File: src/design/mps_pkg.sv
// Package for the map path sanitizer: beat types, path state and character codes.
// No dependencies; used by mps_step and map_path_sanitizer.
package mps_pkg;

  // Character codes
  localparam logic [7:0] CTRL_LIMIT = 8'd32;
  localparam logic [7:0] CH_SLASH   = 8'h2F;
  localparam logic [7:0] CH_DQUOTE  = 8'h22;
  localparam logic [7:0] CH_BSLASH  = 8'h5C;

  // lookup_kind codes
  localparam logic [1:0] KIND_NONE     = 2'd0;
  localparam logic [1:0] KIND_INDIRECT = 2'd1;
  localparam logic [1:0] KIND_DIRECT   = 2'd2;

  // Verdict codes
  localparam logic [1:0] ST_OK      = 2'd0;
  localparam logic [1:0] ST_SLASH   = 2'd1;
  localparam logic [1:0] ST_CONTROL = 2'd2;
  localparam logic [1:0] ST_QUOTE   = 2'd3;

  // Results one input beat can cause
  localparam int MAX_RES = 3;

  typedef struct packed {
    logic [7:0] byte_in;
    logic       last_byte;
  } in_beat_t;

  typedef struct packed {
    logic [7:0] char_out;
    logic       char_valid;
    logic       final_res;
    logic [1:0] status;
  } out_beat_t;

  typedef struct packed {
    logic       escape_on;
    logic       dquote_on;
    logic       prev_was_slash;
    logic       held_valid;
    logic [7:0] held_byte;
    logic [1:0] out_count;
    logic [1:0] in_count;
    logic       first_is_slash;
    logic       any_slash;
    logic       bad_control;
  } path_state_t;

endpackage

File: src/design/map_path_sanitizer.sv
// Top level of the map path sanitizer: path state, config register, result queue.
// Depends on mps_pkg and mps_step.
//
// Usage:
//   in channel  (in_valid / in_stall / in_data): one raw path byte per beat,
//     last_byte marks the end of a path.
//   out channel (out_valid / out_stall / out_data): cleaned bytes, then one
//     verdict beat (final_res set, status valid) per path.
//   cfg channel (cfg_valid / cfg_ready / cfg_data; cfg_ready is always high):
//     lookup_kind, written only while no path is in flight (left to the user).
// Result beats are registered in the result queue before they are offered.
//   Throughput: one input beat per cycle while each beat causes at most one
//   result and out_stall is low; an input beat causes up to three results and
//   the output drains one per cycle, while out_stall is low, through a
//   four-entry result queue. in_stall rises when the queue holds two or more
//   beats.
// Reset clears the path state, the queue and lookup_kind. A stalled receiver
//   simply fills the queue, then in_stall holds off the sender.
module map_path_sanitizer
  import mps_pkg::*;
(
  input  logic       clk,
  input  logic       rst,
  input  logic       in_valid,
  output logic       in_stall,
  input  in_beat_t   in_data,
  output logic       out_valid,
  input  logic       out_stall,
  output out_beat_t  out_data,
  input  logic       cfg_valid,
  output logic       cfg_ready,
  input  logic [1:0] cfg_data
);

  path_state_t              path_st;
  path_state_t              path_st_next;
  logic [1:0]               lookup_kind;
  out_beat_t [MAX_RES-1:0]  step_res;
  logic [1:0]               step_count;

  out_beat_t                queue [4];
  logic [1:0]               head;
  logic [1:0]               tail;
  logic [2:0]               count;
  logic                     in_take;
  logic                     out_take;
  logic [1:0]               push_n;

  mps_step u_step (
    .cur         (path_st),
    .beat        (in_data),
    .lookup_kind (lookup_kind),
    .nxt         (path_st_next),
    .res         (step_res),
    .res_count   (step_count)
  );

  // handshakes
  assign cfg_ready = 1'b1;
  assign in_stall  = (count > 3'd1);
  assign in_take   = in_valid && !in_stall;
  assign out_valid = (count != 3'd0);
  assign out_take  = out_valid && !out_stall;
  assign push_n    = in_take ? step_count : 2'd0;
  assign out_data  = queue[head];

  // config register and path state
  always_ff @(posedge clk) begin
    if (rst) begin
      lookup_kind <= KIND_NONE;
      path_st     <= '0;
    end else begin
      if (cfg_valid && cfg_ready) lookup_kind <= cfg_data;
      if (in_take) path_st <= path_st_next;
    end
  end

  // result queue control
  always_ff @(posedge clk) begin
    if (rst) begin
      head  <= 2'd0;
      tail  <= 2'd0;
      count <= 3'd0;
    end else begin
      tail  <= tail + push_n;
      if (out_take) head <= head + 2'd1;
      count <= count + {1'b0, push_n} - {2'b0, out_take};
    end
  end

  // result queue storage
  always_ff @(posedge clk) begin
    for (int i = 0; i < MAX_RES; i++) begin
      if (2'(i) < push_n) queue[tail + 2'(i)] <= step_res[i];
    end
  end

endmodule

File: src/design/mps_step.sv
// Per-byte cleaning logic of the map path sanitizer: next path state and result beats.
// Depends on mps_pkg.
module mps_step
  import mps_pkg::*;
(
  input  path_state_t           cur,
  input  in_beat_t              beat,
  input  logic [1:0]            lookup_kind,
  output path_state_t           nxt,
  output out_beat_t [MAX_RES-1:0] res,
  output logic [1:0]            res_count
);

  always_comb begin
    path_state_t st;
    logic        keep;
    logic        drop;
    logic [1:0]  verdict;
    logic [1:0]  n;
    logic [7:0]  b;

    st      = cur;
    keep    = 1'b1;
    drop    = 1'b0;
    verdict = ST_OK;
    n       = 2'd0;
    b       = beat.byte_in;
    res     = '0;

    // slash scan over raw bytes
    if (cur.in_count == 2'd0 && b == CH_SLASH) st.first_is_slash = 1'b1;
    if (b == CH_SLASH) st.any_slash = 1'b1;
    if (cur.in_count < 2'd2) st.in_count = cur.in_count + 2'd1;

    // quote, escape, control and slash-run handling
    if (!cur.escape_on) begin
      if (b == CH_DQUOTE) begin
        st.dquote_on = ~cur.dquote_on;
        keep = 1'b0;
      end else begin
        if (!cur.dquote_on) begin
          if (b < CTRL_LIMIT) begin
            st.bad_control = 1'b1;
            keep = 1'b0;
          end else if (b == CH_BSLASH) begin
            st.escape_on = 1'b1;
            keep = 1'b0;
          end
        end
        if (keep) begin
          if (b == CH_SLASH) begin
            if (cur.prev_was_slash) keep = 1'b0;
            else st.prev_was_slash = 1'b1;
          end else begin
            st.prev_was_slash = 1'b0;
          end
        end
      end
      if (keep) st.escape_on = 1'b0;
    end else begin
      st.escape_on = 1'b0;
    end

    // emit the held byte, hold the new one
    if (keep) begin
      if (cur.held_valid) begin
        res[n] = '{char_out: cur.held_byte, char_valid: 1'b1, final_res: 1'b0, status: ST_OK};
        n = n + 2'd1;
      end
      st.held_byte  = b;
      st.held_valid = 1'b1;
      if (st.out_count < 2'd2) st.out_count = st.out_count + 2'd1;
    end

    // end of path: trailing slash, verdict, clear
    if (beat.last_byte) begin
      drop = (st.out_count >= 2'd2) && (st.in_count >= 2'd2) && (st.held_byte == CH_SLASH);
      if (st.held_valid && !drop) begin
        res[n] = '{char_out: st.held_byte, char_valid: 1'b1, final_res: 1'b0, status: ST_OK};
        n = n + 2'd1;
      end
      if (lookup_kind != KIND_NONE) begin
        if (st.any_slash) begin
          if (lookup_kind == KIND_INDIRECT || !st.first_is_slash) verdict = ST_SLASH;
        end else if (lookup_kind == KIND_DIRECT) begin
          verdict = ST_SLASH;
        end
      end
      if (verdict == ST_OK && st.bad_control) verdict = ST_CONTROL;
      if (verdict == ST_OK && st.dquote_on) verdict = ST_QUOTE;
      res[n] = '{char_out: 8'd0, char_valid: 1'b0, final_res: 1'b1, status: verdict};
      n = n + 2'd1;
      st = '0;
    end

    nxt       = st;
    res_count = n;
  end

endmodule
File: config.mk
export PLATFORM = sky130hd
export DESIGN_NAME = map_path_sanitizer
export DESIGN_NICKNAME = d
export VERILOG_FILES = /design/src/design/mps_pkg.sv /design/src/design/map_path_sanitizer.sv /design/src/design/mps_step.sv
export SDC_FILE = /design/constraint.sdc
export NUM_CORES = 1
export LEC_CHECK = 0
export ABC_CLOCK_PERIOD_IN_PS = 8300
export BUFFER_PORTS_ARGS = -buffer_cell sky130_fd_sc_hd__buf_2
export CAP_MARGIN = 20
export CORE_MARGIN = 2
export CORE_UTILIZATION = 55
export DETAILED_ROUTE_END_ITERATION = 7
export MAX_ROUTING_LAYER = met4
export PLACE_DENSITY_LB_ADDON = 0.2
export SLEW_MARGIN = 15
export SYNTH_ARGS = -nofsm -noshare
export SYNTH_HDL_FRONTEND = slang
export SYNTH_SLANG_ARGS = --single-unit
File: constraint.sdc
create_clock -name clk -period 8.3 [get_ports clk]
set_clock_uncertainty 0.05 [all_clocks]
set_input_delay 0.415 -clock clk [delete_from_list [all_inputs] [get_ports clk]]
set_output_delay 0.415 -clock clk [all_outputs]
set_load 0.03 [all_outputs]
* Word level (Yosys, flattened, before mapping)
Memory sizes are Yosys's and may differ from the RTL's. A register that Yosys moved wholly into a read port is not among the register bits. Index checks and enable logic that the tools add are counted.
Storage, ports and cells: bits in registers 28, RAM bits 48, output and inout bits 15, word-level logic and storage cells 135, memories 1
Memory list:
- queue | words 4, width 12, read ports 1, clocked after memory_dff 1, write ports 3, line map_path_sanitizer.sv:41 | out_beat_t queue [4];
Operators by class: add/subtract/negate cells 10, order comparisons 13, eq/ne operators 8, mux-type cells 66, bitwise operators 1, reductions and logical operators 22
Operators by type and width (count):
- 36-bit 2-to-1 mux | 3
- 36-bit bitwise mux | 2
- 12-bit demux with 2-bit select | 2
- 12-bit 2-to-1 mux | 4
- 1-bit 2-to-1 mux | 36
- 2-bit 2-to-1 mux | 17
- 8-bit by 6-bit == test with 1-bit output, second input constant | 3
- 19-bit 2-to-1 mux | 1
- 2-bit by 1-bit adder with 2-bit output, second input constant | 6
- 11-bit 2-to-1 mux | 1
- 1-bit logical AND | 10
- 8-bit by 7-bit == test with 1-bit output, second input constant | 1
- 8-bit by 6-bit less-than comparator with 1-bit output, second input constant | 1
- 2-bit zero test | 3
- 2-bit by 3-bit less-than comparator with 1-bit output, second input constant | 2
- 2-bit by 1-bit greater-or-equal comparator with 1-bit output, second input constant | 2
- 2-bit greater-or-equal comparator, second input constant | 2
- 1-bit zero test | 4
- 1-bit by 2-bit less-than comparator with 1-bit output, first input constant | 2
- 2-bit less-than comparator, second input constant | 2
- 2-bit inequality test, second input constant | 2
- 4-bit AND reduction | 1
- 2-bit nonzero test | 2
- 3-bit by 2-bit adder with 3-bit output | 1
- other kinds (10) | 10

* Logic depth before layout (Yosys ltp)
Gate-level depths: netlist of run 1.
word-level depth 24, gate-level depth with buffers 20

* By module
Synthesis of run 1 repeated with hierarchy kept, for this count alone.
Unflattened totals: cell total of the unflattened synthesis 614, area total of the unflattened synthesis 5481.5 um^2
Modules (own cells, without submodules):
- map_path_sanitizer | times used 1, cells an instance 433, area each 4335.4 um^2, seq. area each 2042.0 um^2
- mps_step | times used 1, cells an instance 181, area each 1146.1 um^2, seq. area each 0.0 um^2

* Worst setup path after synthesis of run 1
No wires, ideal clock.
path type input to register, start in in_data[1] (netlist bit), end mem queue[3][0] (netlist bit), enable pin, arrival 3696 ps, data required time 7852 ps, setup slack 4157 ps, stages 13, path buffers 2, cells stage by stage buf_2 > or3_4 > a211oi_2 > o211ai_1 > a211oi_4 > nor2_1 > ha_1 > clkbuf_1 > nor2b_1 > a31oi_1 > nor2_1 > inv_1 > o21ai_0
RTL lines:
- start, declared | line map_path_sanitizer.sv:26 | input in_beat_t in_data,
- end, declared | line map_path_sanitizer.sv:41

* Worst setup path in the final report of run 1
start reg path_st[17] (netlist bit), end reg count[2]
On the way: longest elaborated chain between the ends 20, elaborated cells between the ends (all ways) 23, those cells by class add/sub (4); order compare (1); eq/ne (1); mux (13); reduce/logical (4)
Ends and longest elaborated chain:
- start, declared | line map_path_sanitizer.sv:35 | path_state_t path_st;
- start signal, assigned | line map_path_sanitizer.sv:74 | if (in_take) path_st <= path_st_next;
- 1-bit 2-to-1 mux (*) | line mps_step.sv:41 | if (!cur.dquote_on) begin
- 1-bit 2-to-1 mux (*) | line mps_step.sv:37 | if (b == CH_DQUOTE) begin
- 1-bit 2-to-1 mux (*) | line mps_step.sv:36 | if (!cur.escape_on) begin
- 1-bit 2-to-1 mux (*) | line mps_step.sv:50 | if (keep) begin
- 1-bit 2-to-1 mux (*) | line mps_step.sv:37
- 1-bit 2-to-1 mux (*) (2 in a row) | line mps_step.sv:36
- 11-bit 2-to-1 mux | line mps_step.sv:65 | if (keep) begin
- 2-bit greater-or-equal comparator | line mps_step.sv:77 | drop = (st.out_count >= 2'd2) && (st.in_count >= 2'd2) && (st.held_byte == CH_SLASH);
- [... 3 more ...]
- 1-bit logical AND | line mps_step.sv:78 | if (st.held_valid && !drop) begin
- 2-bit 2-to-1 mux | line mps_step.sv:78
- 2-bit 2-to-1 mux | line mps_step.sv:76 | if (beat.last_byte) begin
- 2-bit by 1-bit adder with 2-bit output | line mps_step.sv:92 | n = n + 2'd1;
- 2-bit 2-to-1 mux (*) | line mps_step.sv:76
- 2-bit 2-to-1 mux (*) | line map_path_sanitizer.sv:64 | assign push_n = in_take ? step_count : 2'd0;
- 3-bit by 2-bit adder with 3-bit output (*) | line map_path_sanitizer.sv:87 | count <= count + {1'b0, push_n} - {2'b0, out_take};
- 3-bit by 1-bit subtractor with 3-bit output (*) | line map_path_sanitizer.sv:87
- end signal, assigned | line map_path_sanitizer.sv:87
- end, declared | line map_path_sanitizer.sv:44 | logic [2:0] count;
Every way passes the cells marked *; elsewhere a longest branch is shown, timed or not. The select of a mux whose other input is x is not followed. A chain may end at the register's enable or synchronous reset.

==> results of run 1 <==
[state kept, by name, indices dropped and copies added (netlist names), named ones only]
| name | flops |
|---|---|
| count | 3 |
| head | 2 |
| lookup_kind | 2 |
| path_st | 19 |
| queue | 48 |
| tail | 2 |
[synth_stat cells, drive strengths merged, types with 5 or more instances]
library cell	count
nor2b	5
a211oi	7
a21oi	27
inv	24
mux4	12
a22oi	10
ha	8
a31oi	5
o21ai	23
o2bb2ai	9
buf	6
dfxtp	30
nor3	11
nand2	31
mux2i	5
clkbuf	17
nor2	63
o22ai	16
edfxtp	48
nand3	11
[power by group through the flow]
stage / clock, mW / sequential (mW) / combinational, mW
floorplan: 0 / 0.497 / 0.324
finish: 0.280 / 0.518 / 0.400
global route: 0.297 / 0.527 / 0.441
CTS: 0.282 / 0.520 / 0.402
global placement: 0 / 0.524 / 0.392
detailed placement: 0 / 0.529 / 0.401
[layout make-up]
type	instances	area, um2
inverters	24	90.1
well taps	102	128
clock inverters	5	40.0
fillers	671	2930
repair buffers	34	183
multi-input cells	302	2040
clock buffers	11	153
flip-flops and latches	78	2040
[critical path, cell delays in order, from the launching register on]
cell and delay, ns:
dfxtp_1 0.38, nor4_1 0.59, a21o_1 0.19, o211ai_1 0.15, a211oi_4 0.40, nor2_1 0.12
ha_1 0.42, nor2b_1 0.27, a31oi_1 0.07, nor2_1 0.25, inv_1 0.11, ha_1 0.29
inv_1 0.04, ha_1 0.18, fa_1 0.37, xor2_1 0.18, xnor2_1 0.14, nor2_1 0.05
[per-stage QoR]
stage	util	instances	hold slack, ns	total power [mW]
after floorplan	-	427	0.380	0.821
after global placement	0.589	540	0.395	0.915
after detailed placement	0.589	540	0.409	0.929
after CTS	0.614	556	0.243	1.20
after global routing	0.614	556	0.258	1.26
final	0.614	556	0.238	1.20
[final timing paths]
kind,depth (start not counted),end,slack [ns]
worst min register to register,2,path_st[2]$_SDFFE_PP0P_,0.43
worst max-delay path,17,count[2]$_SDFF_PP0_,3.95
worst min-delay path,3,lookup_kind[0]$_SDFFE_PP0P_,0.24
worst max register to register,17,count[2]$_SDFF_PP0_,3.95
[layer usage]
metal / up-vias / part of all wire
met5: - / 0
li1: 1629 / -
met1: 1696 / 0.45
met3: 24 / 0.054
met2: 133 / 0.47
met4: 0 / 0.024
[logic make-up (layout without fill, tap and decap cells)]
group                      after synthesis  count (layout)  synth area share
AOI/OAI and AO/OA                      118             118             0.189
xor gates and xnor gates                 7               7            0.0144
adders and majority gates                9               9            0.0282
buffers and inverters                   47              74            0.0434
DFF                                     78              78             0.479
muxes                                   17              17            0.0751
other                                    1               1          0.000879
and+or+nand+nor                        150             150             0.170
==> flow_summary.yaml, run 1 <==
grt:
  grt_pass1_wl_um: 17500
  use_met1: 0.359
  met2_usage: 0.425
  grt.busiest_layer: "met2"
  grt_max_degree: 27
  grt_pass1_vias: 3394
  antenna_found_initial: 0
  grt_overflow: 0
  grtUsageMet3: 0.0583
  grtUsageTotal: 0.276
detailed_routing:
  drt_iter0_drc: 405
  firstDrtPassIters: 5
  vias_per_cell: 6.26
  routedWlPerCell_um: 18.9
  antenna_left: 0
  drc: 0
  dr_total_vias: 3482
  wirelength_um: 10500
place:
  io_buffers: 29
  hpwl_um: 7530
  place_area_um2: 4480
  post-place-ws_ns: 3.76
  gp_congestion: 1.04
pwr:
  p_sw_frac: 0.373
  vdd_drop_max_v: 0.000118
  seqPwrFrac: 0.432
  p_sw_uw: 447
  clock_power_share: 0.234
  power_density_nw_per_um2: 256
  comb_power_share: 0.334
  cellInternalPower_uw: 751
  leakagePower_nw: 1.69
sta:
  hold_violations: 0
  worst_slew_pin_slew_ns: 0.891
  maxSlewViolCount: 0
  finalSetupViolCount: 0
  rsz0062_at_grt: "false"
  finalWorstSetupSlack_ns: 3.95
  relSlewSlack: 0.402
  finalCritPeriodShare: 0.524
  min_period_ns: 4.35
  timing.fmax_mhz: 230
  setup_tns_ns: 0
final_layout:
  area_growth_pct: 9.56
  antenna_cells: 0
  final_cell_mix: "nor2_1, edfxtp_1, nand2_1"
  num-nets-final: 474
  finalInstanceArea_um2: 4670
  final_common_cell: "nor2_1"
  drive_gt1_frac: 0.165
cts:
  postCtsSetupRepairBufs: 0
  htreeDepth: 3
  clock_latency_ns: 0.36
  cts-resized-gates: 0
  numCtsBuffers: 9
  cts_root_buf: "clkbuf_8"
  cts_max_path_buffers: 2
  cts_sinks: 78
  cts_tree: "built"
  clk_pin_slew_ns: 0.10
  hold_buffers: 0
synth:
  netlist_instances: 427
  avgSynthCellArea_um2: 9.99
  ys_types: 63
  syn_nets: 452
  ys_warn_count: 0
  async_reset_ff_frac: 0
  synth_edf_count: 48
  yosysSeqAreaShare: 0.479
  synth_ff_type: "edfxtp_1"
  synth_area_leaders: "edfxtp_1, dfxtp_1, mux4_2, nor2_1, a21oi_1"
  ys_ff_latch: 78
  synth_top_area_cell: "edfxtp_1"
  syn_area_um2: 4270
  synth_top_area_frac: 0.338
setup_path:
  crit_arrival_ns: 4.54
  crit_fanout: 9
  worst_r2r_startpoint: "path_st[17]$_SDFFE_PP0P_"
  crit_type: "register to register"
  critPathLaunch: "path_st[17]$_SDFFE_PP0P_"
  cp-end-kind: "register"
  startpoint_type: "register"
  cp.required_ns: 8.50
hold_path:
  hp-start: "cfg_data[0]"
  hold_class: "input pin to register"
floorplan:
  num_rows: 32
  start_util: 0.561
  die_x_um: 92.1
  io_pins: 31
  design.die.area_um2: 8480
  die_h_um: 92.1
  core_um2: 7610
flow_run:
  drv_cap: 0
run_status:
  status: "finished clean"
No activity file was read; power rests on OpenSTA's default activity.
==> run 2, diff against run 1 <==
--- a/config.mk
+++ b/config.mk
@@ -5,7 +5,8 @@
 export SDC_FILE = /design/constraint.sdc
 export NUM_CORES = 1
 export LEC_CHECK = 0
-export ABC_CLOCK_PERIOD_IN_PS = 8300
+export ABC_AREA = 1
+export ABC_CLOCK_PERIOD_IN_PS = 3900
 export BUFFER_PORTS_ARGS = -buffer_cell sky130_fd_sc_hd__buf_2
 export CAP_MARGIN = 20
 export CORE_MARGIN = 2
==> constraint.sdc (replaced) <==
create_clock -name clk -period 3.9 [get_ports clk]
set_clock_uncertainty 0.05 [all_clocks]
set_input_delay 0.195 -clock clk [delete_from_list [all_inputs] [get_ports clk]]
set_output_delay 0.195 -clock clk [all_outputs]
set_load 0.03 [all_outputs]
==> flow_summary.yaml, run 2 <==
run_status:
  status: "complete, but fails checks"
  violations: "DRC"
place:
  dp.cells: 733
  hpwl_um: 8200
  place_area_um2: 4890
  gp_congestion: 0.907
  io_buffers: 29
grt:
  antenna_found_initial: 0
  grt_pass1_wl_um: 17900
  grtUsageMet3: 0.0451
  met2_usage: 0.429
  grt_pass1_vias: 3741
  grt_overflow: 0
  grt.busiest_layer: "met2"
  grt_max_degree: 26
  grtUsageTotal: 0.266
  use_met1: 0.332
final_layout:
  fill_cells: 713
  regArea_um2: 2040
  top_register: "queue"
  multi_input_area_um2: 2160
  stdcell_count: 750
  area_growth_pct: 12.1
  finalInstanceArea_um2: 5130
  antenna_cells: 0
  fin_util: 0.630
  largest_reg_flops: 48
  num-nets-final: 665
  largestRegisters: "queue (48), path_st (19), count (3)"
  final_common_cell: "nand2_1"
  final_cell_mix: "nand2_1, nor2_1, inv_1"
  drive_gt1_frac: 0.169
detailed_routing:
  antenna_left: 0
  wirelength_um: 10900
  vias_per_cell: 5.46
  dr_total_vias: 4097
  drc: 2
  routedWlPerCell_um: 14.5
  drt_iter0_drc: 269
  firstDrtPassIters: 8
cts:
  clock_latency_ns: 0.36
  cts_tree: "built"
  htreeDepth: 3
  cts_root_buf: "clkbuf_8"
  clk_pin_slew_ns: 0.08
  cts_sinks: 78
  cts_max_path_buffers: 2
  numCtsBuffers: 9
  postCtsSetupRepairBufs: 0
sta:
  hold_violations: 0
  relSlewSlack: 0.471
  timing.fmax_mhz: 274
  whs_ns: 0.0211
  worst_slew_pin_slew_ns: 0.790
  finalCritPeriodShare: 0.937
  maxSlewViolCount: 0
  finalSetupViolCount: 0
  setup_tns_ns: 0
  min_period_ns: 3.65
synth:
  ys_types: 42
  async_reset_ff_frac: 0
  ys_ff_latch: 78
  synth_ff_type: "edfxtp_1"
  yosysMostFrequentCell: "nand2_1"
  synth_top_area_cell: "edfxtp_1"
  synth_top_area_frac: 0.315
  syn_area_um2: 4570
  ys_warn_count: 0
  avgSynthCellArea_um2: 7.58
  yosysSeqAreaShare: 0.447
  netlist_instances: 603
  synth_area_leaders: "edfxtp_1, dfxtp_1, nand2_1, nor2_1, inv_1"
  synth_edf_count: 48
  synth_commonest_cells: "nand2_1, nor2_1, inv_1"
  syn_nets: 628
floorplan:
  design.die.area_um2: 9060
  die_h_um: 95.2
  num_rows: 33
  die_x_um: 95.2
  core_um2: 8130
  io_pins: 31
  start_util: 0.562
setup_path:
  cp.required_ns: 4.09
  crit_path_top_delay_cell: "fa_1"
  crit_arrival_ns: 3.84
  reg2reg_slack_ns: 0.25
  crit_fanout: 9
  crit_chain: "inv_1 -> nand2_4 -> nand2_8 -> nand2_8 -> nand2_1 -> nand2_2 -> nand2_1 -> nor2_1 -> nand3_2 -> nand2_4 -> inv_2 -> ha_1 -> nand2_1 -> inv_1 -> nor3_4 -> inv_1 -> ha_1 -> inv_1 -> ha_1 -> fa_1 -> xor2_2 -> o21ai_1 -> a21oi_1"
  cp-end-kind: "register"
  slowest_delay_ns: 0.42
  worst_r2r_startpoint: "path_st[17]$_SDFFE_PP0P_"
  ff2ff_path_depth: 23
  crit_path_frequent_cell: "inv_1"
  crit_type: "register to register"
  startpoint_type: "register"
  reg2reg_to: "count[2]$_SDFF_PP0_"
pwr:
  leakagePower_nw: 2.39
  vdd_drop_max_v: 0.000279
  power_density_nw_per_um2: 531
hold_path:
  hold_depth: 3
  holdPathEnd: "lookup_kind[1]$_SDFFE_PP0P_"
  hp-start: "cfg_data[1]"
  hold_class: "input pin to register"
flow_run:
  drv_cap: 0
## run 2: cell count changes after synthesis, sizes merged, moves of 20 or more
cell   change
nand2    +127
inv       +55
nor2      +25
nand3     +23
o21ai     +22
a21oi     +20
## run 2: cells by family (layout without fill, tap and decap cells)
family / count (synthesis) / count (layout) / share of synthesized area
compound gates: 114 / 114 / 0.138
xor+xnor: 2 / 2 / 0.00383
fa+ha+maj: 9 / 9 / 0.0263
buf+inv: 100 / 142 / 0.0851
flops: 78 / 78 / 0.447
other cells: 1 / 1 / 0.000820
simple gates: 299 / 299 / 0.300
## run 2: worst max-delay path by stage
stage | startpoint | end | cells past startpoint
floorplan | in_data[7] | count[2]$_SDFF_PP0_ | 26
detailed placement | in_data[1] | count[2]$_SDFF_PP0_ | 27
CTS | path_st[17]$_SDFFE_PP0P_ | count[2]$_SDFF_PP0_ | 23
finish | path_st[17]$_SDFFE_PP0P_ | count[2]$_SDFF_PP0_ | 23
global route | path_st[17]$_SDFFE_PP0P_ | count[2]$_SDFF_PP0_ | 23
global placement | in_data[1] | count[2]$_SDFF_PP0_ | 27
## run 2: layout make-up
| type | count | area share |
|---|---|---|
| repair buffers | 44 | 0.0532 |
| well taps | 105 | 0.0256 |
| inverters | 82 | 0.0615 |
| multi-input cells | 425 | 0.421 |
| clock inverters | 6 | 0.0134 |
| clock buffers | 10 | 0.0268 |
| flip-flops and latches | 78 | 0.399 |
## run 2: what timing repair did
| action | in CTS | in global routing |
|---|---|---|
| endpoints found under the setup margin | 0 | 1 |
| gates resized for setup | 0 | 7 |
| hold buffers | 1 | 0 |
| hold endpoints to repair | 1 | 0 |
## run 2: stage by stage
stage	power (mW)	worst slack (ns)
floorplan	1.81	0.146
global placement	2.06	0.196
detailed placement	2.10	0.0662
CTS	2.72	0.202
global route	2.90	-0.00984
finish	2.72	0.245
## run 2: where the power goes
| group | internal (mW) | switching [mW] | leakage (nW) |
|---|---|---|---|
| Sequential | 1.03 | 0.0627 | 0.695 |
| Combinational | 0.313 | 0.694 | 1.59 |
| Clock | 0.317 | 0.313 | 0.104 |
| Total | 1.65 | 1.07 | 2.39 |
## run 2: critical path, delay by kind of cell, from the launching register on
| kind | cells | cell delay (ns) |
|---|---|---|
| AO/OA/AOI/OAI | 2 | 0.21 |
| XOR/XNOR | 1 | 0.17 |
| adder cells (fa/ha/maj) | 4 | 1.18 |
| buffers and inverters | 5 | 0.36 |
| flip-flops | 1 | 0.37 |
| AND/OR/NAND/NOR | 11 | 1.16 |
## run 2: layer usage
metal  wire length [um]  share of wire
met3                549          0.050
met5                  0              0
met1               4740           0.43
met2               5340           0.49
met4                279          0.026
